$ cat src/rtl/ftpt_pkg.sv
package ftpt_pkg;

    localparam int DEFAULT_WINDOW      = 256;
    localparam int DEFAULT_SAMPLE_BITS = 40;

    // percentile as a fraction
    localparam logic [7:0] PCT_NUM = 8'd95;
    localparam logic [7:0] PCT_DEN = 8'd100;

    // cell operations
    localparam logic [2:0] CELL_HOLD    = 3'd0;
    localparam logic [2:0] CELL_SHIFT   = 3'd1;
    localparam logic [2:0] CELL_LOAD    = 3'd2;
    localparam logic [2:0] CELL_COUNT   = 3'd3;
    localparam logic [2:0] CELL_CLEAR   = 3'd4;
    localparam logic [2:0] CELL_RESOLVE = 3'd5;

    typedef struct packed {
        logic [2:0] op;
    } cell_cmd_t;

endpackage

$ cat src/rtl/ftpt_cell.sv
module ftpt_cell
    import ftpt_pkg::*;
#(
    parameter int SAMPLE_BITS = DEFAULT_SAMPLE_BITS,
    parameter int CW          = 9,
    parameter int IDX         = 0
)
(
    input  logic                   clk,
    input  cell_cmd_t              cmd,
    input  logic [CW-1:0]          fill,
    input  logic [CW-1:0]          rank,
    input  logic [SAMPLE_BITS-1:0] shift_in,
    input  logic [SAMPLE_BITS-1:0] ring_in,
    input  logic                   ring_in_valid,
    output logic [SAMPLE_BITS-1:0] sample,
    output logic [SAMPLE_BITS-1:0] circ,
    output logic                   circ_valid
);

    logic [SAMPLE_BITS-1:0] sample_reg;
    logic [SAMPLE_BITS-1:0] circ_reg;
    logic                   circ_valid_reg;
    logic [CW-1:0]          lt_reg;
    logic [CW-1:0]          le_reg;
    logic                   own_valid;
    logic                   hit;

    // newest sample sits in cell zero, so the first fill cells are live
    assign own_valid = (CW'(IDX) < fill);
    assign hit       = own_valid && (lt_reg <= rank) && (rank < le_reg);

    always_ff @(posedge clk)
    begin
        unique case (cmd.op)
            CELL_HOLD:
            begin
            end
            CELL_SHIFT:
            begin
                sample_reg <= shift_in;
            end
            CELL_LOAD:
            begin
                circ_reg       <= sample_reg;
                circ_valid_reg <= own_valid;
                lt_reg         <= '0;
                le_reg         <= '0;
            end
            CELL_COUNT:
            begin
                if (circ_valid_reg && own_valid)
                begin
                    if (circ_reg < sample_reg)
                        lt_reg <= lt_reg + 1'b1;
                    if (circ_reg <= sample_reg)
                        le_reg <= le_reg + 1'b1;
                end
                circ_reg       <= ring_in;
                circ_valid_reg <= ring_in_valid;
            end
            CELL_CLEAR:
            begin
                circ_valid_reg <= 1'b0;
            end
            CELL_RESOLVE:
            begin
                // selected value ripples toward the last cell
                if (ring_in_valid)
                begin
                    circ_reg       <= ring_in;
                    circ_valid_reg <= 1'b1;
                end
                else if (hit)
                begin
                    circ_reg       <= sample_reg;
                    circ_valid_reg <= 1'b1;
                end
            end
            default:
            begin
            end
        endcase
    end

    assign sample     = sample_reg;
    assign circ       = circ_reg;
    assign circ_valid = circ_valid_reg;

endmodule

$ cat config.mk
export PLATFORM = sky130hd
export DESIGN_NAME = ftpt_cell
export DESIGN_NICKNAME = d
export VERILOG_FILES = /design/src/rtl/ftpt_pkg.sv /design/src/rtl/ftpt_cell.sv
export SDC_FILE = /design/constraint.sdc
export NUM_CORES = 1
export LEC_CHECK = 0
export BUFFER_PORTS_ARGS = -buffer_cell sky130_fd_sc_hd__buf_2
export CAP_MARGIN = 20
export CORE_ASPECT_RATIO = 0.9
export CORE_MARGIN = 2
export CORE_UTILIZATION = 46
export CTS_CLUSTER_SIZE = 8
export DETAILED_ROUTE_END_ITERATION = 12
export PLACE_DENSITY = 0.77
export SLEW_MARGIN = 0
export SYNTH_ARGS = -nofsm -noshare
export SYNTH_HDL_FRONTEND = slang
export SYNTH_SLANG_ARGS = --single-unit
$ cat constraint.sdc
create_clock -name clk -period 3.5 [get_ports clk]
set_input_delay 0.35 -clock clk [delete_from_list [all_inputs] [get_ports clk]]
set_output_delay 0.35 -clock clk [all_outputs]
set_load 0.005 [all_outputs]
==> results.md <==
- The worst setup path is launched from a register.
- Entering global routing, the biggest net connects 41 pins.
- The summed negative setup slack over all endpoints is 0 ns.
- The kind of end point of the critical path is a register.
- The worst setup slack before clock tree synthesis is 0.691 ns.
- The initial antenna violation count came to 1.
- The max-slew headroom at the worst pin is 0.284.
- Routability-driven placement finished with a final weighted congestion of 0.880.
- TritonCTS built the clock tree.
- In this run the worst hold path is classified as in -> reg.
- For this run, the post-layout net count is 779.
- The final global-route overflow total is 0.
- Setup violations remaining at the end of the flow were counted as 0.
- The initialized floorplan defines 37 standard-cell rows.
- The initial DRC count is 123.
- For this design the top-level I/O count stands at 184.
- The number of global-route vias before repair is 4254.
- The flop and latch count out of synthesis is 99.
- The CTS sink count is 99.
- The post-synthesis cell area is 5360 sq um.
- TritonCTS created 9 clock buffers.
- At the worst endpoint, the required time is 3.46 ns.
- After clock tree synthesis, the repair step resized 0 gates.
- The number of hold buffers added after CTS is 0.
- Clock skew on the completed layout was measured at 0.0129 ns.
- The floorplan step defined a core boundary enclosing 11400 sq um.
- The max-slew violation total from the final report was 0.
- The type of the setup path with the least slack is reg -> reg.
- The final antenna-violating net count is 0.
- The number of enable-type register cells in the synthesized netlist is 99.
- Setup repair after global routing left no endpoint under its margin.
- Max-cap violations in this run came to 0.
- The buffer depth of the longest clock path is 2.
- The mean number of vias per cell is 5.11.
- In the final routed layout, each cell accounts on average for 15.9 um.
- The total vias in the final route is 3976.
- The average footprint of a synthesized cell is 12.6 sq um.
- Summed over all cells, the static leakage comes to 3.04 nW.
- The maximum level of the CTS H-tree is 3.
- After detailed routing, the number of remaining DRC violations is 0.
- The final critical path time including I/O delays and setup is 2.82 ns.
- In this run the vertical extent of the chip is 106 um.
- The count of buffers added by post-CTS timing repair for setup is 0.
- After technology mapping, the gate count stands at 426.
- Of the cells placed in the final design, the portion with a size suffix greater than 1 is 0.391.
- The first detailed-routing pass took 4 iterations.
- Of the synthesized area, sequential elements account for 0.554.
- The run finished with clean final reports.
- The clock latency on the worst-skew pair is 0.34 ns.
- The die outline area is 12500 sq um.
- For this run, the total global-route usage over all layers was measured as 0.203.
- The post-synthesis net count is 589.
- In this run the worst path has a maximum fanout of 9.
- At the pin with the least slew margin, the transition time is 1.07 ns.
- The count of placed standard cells in the final layout, fillers left out is 778.
- Clock-pin slew was measured on the worst setup and hold paths at 0.07 ns.
- Of the available clock period, the critical path in the final layout requires 0.806.
- The fmax is 354 MHz.
- The number of placed instances, taps included is 761.
- From left edge to right edge, the die measures 118 um.
- In the synthesized netlist the dominant register cell turns out to be sky130_fd_sc_hd__edfxtp_1.
- The maximum ir drop on the vdd rail is 0.322 mV.
- The fraction of registers with async set or reset after synthesis is 0.
- The detailed placer's ending HPWL is 9.59 mm.
- The Yosys step of the flow raised 0 warnings.
- Counting distinct cell types in the post-synthesis netlist gives 38.
- The first global-routing pass estimated 19.9 mm of wire.
- The final setup slack of the worst path is 0.678 ns.
- The total wire length is 12.4 mm.
- The layout overhead on the synthesized area is 25.8%.
- The number of I/O port buffers is 183.
- The data arrival time at the worst-slack endpoint is 2.78 ns.
- The total count of hold-check failures in the final report is 0.
- For this design the ratio of total power to cell area is 397 nW/um^2.
- For this configuration, the core starts out at a cell density of 0.471.
- The tree is rooted in a sky130_fd_sc_hd__clkbuf_16.
==> synth_stat cells, types with 4 or more instances <==
| master | n | area [sq um] |
|---|---|---|
| sky130_fd_sc_hd__nor2b_1 | 4 | 25.0 |
| sky130_fd_sc_hd__inv_1 | 59 | 221 |
| sky130_fd_sc_hd__nand4_1 | 10 | 62.6 |
| sky130_fd_sc_hd__nor2_1 | 27 | 101 |
| sky130_fd_sc_hd__a31oi_1 | 5 | 31.3 |
| sky130_fd_sc_hd__edfxtp_1 | 99 | 2970 |
| sky130_fd_sc_hd__and3_1 | 5 | 31.3 |
| sky130_fd_sc_hd__nand2_1 | 14 | 52.6 |
| sky130_fd_sc_hd__buf_2 | 5 | 25.0 |
| sky130_fd_sc_hd__mux2_2 | 37 | 417 |
| sky130_fd_sc_hd__xnor2_1 | 9 | 78.8 |
| sky130_fd_sc_hd__a21oi_1 | 23 | 115 |
| sky130_fd_sc_hd__ha_1 | 60 | 751 |
| sky130_fd_sc_hd__a21o_1 | 4 | 30.0 |
| sky130_fd_sc_hd__nand3_1 | 18 | 90.1 |
| sky130_fd_sc_hd__xor2_1 | 4 | 35.0 |
| sky130_fd_sc_hd__o21ai_0 | 8 | 40.0 |
==> per-stage QoR <==
stage | area (sq um) | util | total power, mW | hold slack (ns)
global route | 6740 | 0.592 | 2.79 | 0.169
global placement | 6480 | 0.569 | 1.80 | 0.526
detailed placement | 6480 | 0.569 | 1.82 | 0.528
CTS | 6740 | 0.592 | 2.70 | 0.168
floorplan | 5370 | - | 1.64 | 0.449
finish | 6750 | 0.592 | 2.68 | 0.180
==> report_power, final <==
group          internal (mW)  switching, mW
Sequential              1.38         0.0403
Combinational          0.179          0.190
Clock                  0.476          0.409
==> cells by family (layout without fill, tap and decap cells) <==
family                   Yosys count  after routing  synth area share
buffers and inverters             65            260            0.0467
adder cells (fa/ha/maj)           60             60             0.140
AND/OR/NAND/NOR                   96             96            0.0938
flip-flops                        99             99             0.554
AO/OA/AOI/OAI                     53             53            0.0602
multiplexers                      40             40            0.0840
XOR/XNOR                          13             13            0.0212
other                              0              1                 0
==> per-layer routing <==
layer  up-vias  share of wire  global-route usage  routed length [um]
met5         -              0                   0                   0
met4         0          0.027              0.0955                 340
met3        29          0.072              0.0601                 895
met2       143           0.48               0.345                5910
met1      1865           0.42               0.236                5270
li1       1939              -                   -                   -
==> final cells by class <==
class / count / area (sq um)
Multi-Input combinational cell: 262 / 2160
Timing Repair Buffer: 185 / 931
Antenna cell: 1 / 2.50
Tap cell: 156 / 195
Sequential cell: 99 / 2970
Inverter: 59 / 221
Clock inverter: 6 / 31.3
Fill cell: 947 / 4640
Clock buffer: 10 / 229
==> cells in the final DEF (no fill, tap or decap), types with 8 or more instances in the layout <==
master                      netlist  layout
sky130_fd_sc_hd__nor2_1          27      26
sky130_fd_sc_hd__mux2_2          37      37
sky130_fd_sc_hd__buf_2            5     183
sky130_fd_sc_hd__xnor2_1          9       9
sky130_fd_sc_hd__nand2_1         14      13
sky130_fd_sc_hd__ha_1            60      60
sky130_fd_sc_hd__edfxtp_1        99      99
sky130_fd_sc_hd__o21ai_0          8       8
sky130_fd_sc_hd__inv_1           59      59
sky130_fd_sc_hd__a21oi_1         23      22
sky130_fd_sc_hd__nand3_1         18      18
sky130_fd_sc_hd__nand4_1         10      10
sky130_fd_sc_hd__clkbuf_16        0       9
==> path summary, 6_finish.rpt <==
path	startpoint	to	slack, ns	cells past startpoint
max reg2reg	sample[22]$_DFFE_PN_	lt_reg[7]$_SDFFCE_PP0P_	0.68	8
min reg2reg	sample[11]$_DFFE_PN_	circ[11]$_DFFE_PP_	0.59	1
max	sample[22]$_DFFE_PN_	lt_reg[7]$_SDFFCE_PP0P_	0.68	8
min	shift_in[8]	sample[8]$_DFFE_PN_	0.18	1
==> critical path, cell delays in order (launching register included) <==
cell and delay [ns]:
sky130_fd_sc_hd__edfxtp_1 0.41, sky130_fd_sc_hd__inv_1 0.06, sky130_fd_sc_hd__ha_1 0.33, sky130_fd_sc_hd__nand4_1 0.19, sky130_fd_sc_hd__nor2_1 0.08, sky130_fd_sc_hd__a221o_1 0.34
sky130_fd_sc_hd__a211oi_2 0.22, sky130_fd_sc_hd__o21ai_0 0.12, sky130_fd_sc_hd__a21oi_1 0.69
(Power assumes the default switching activity.)
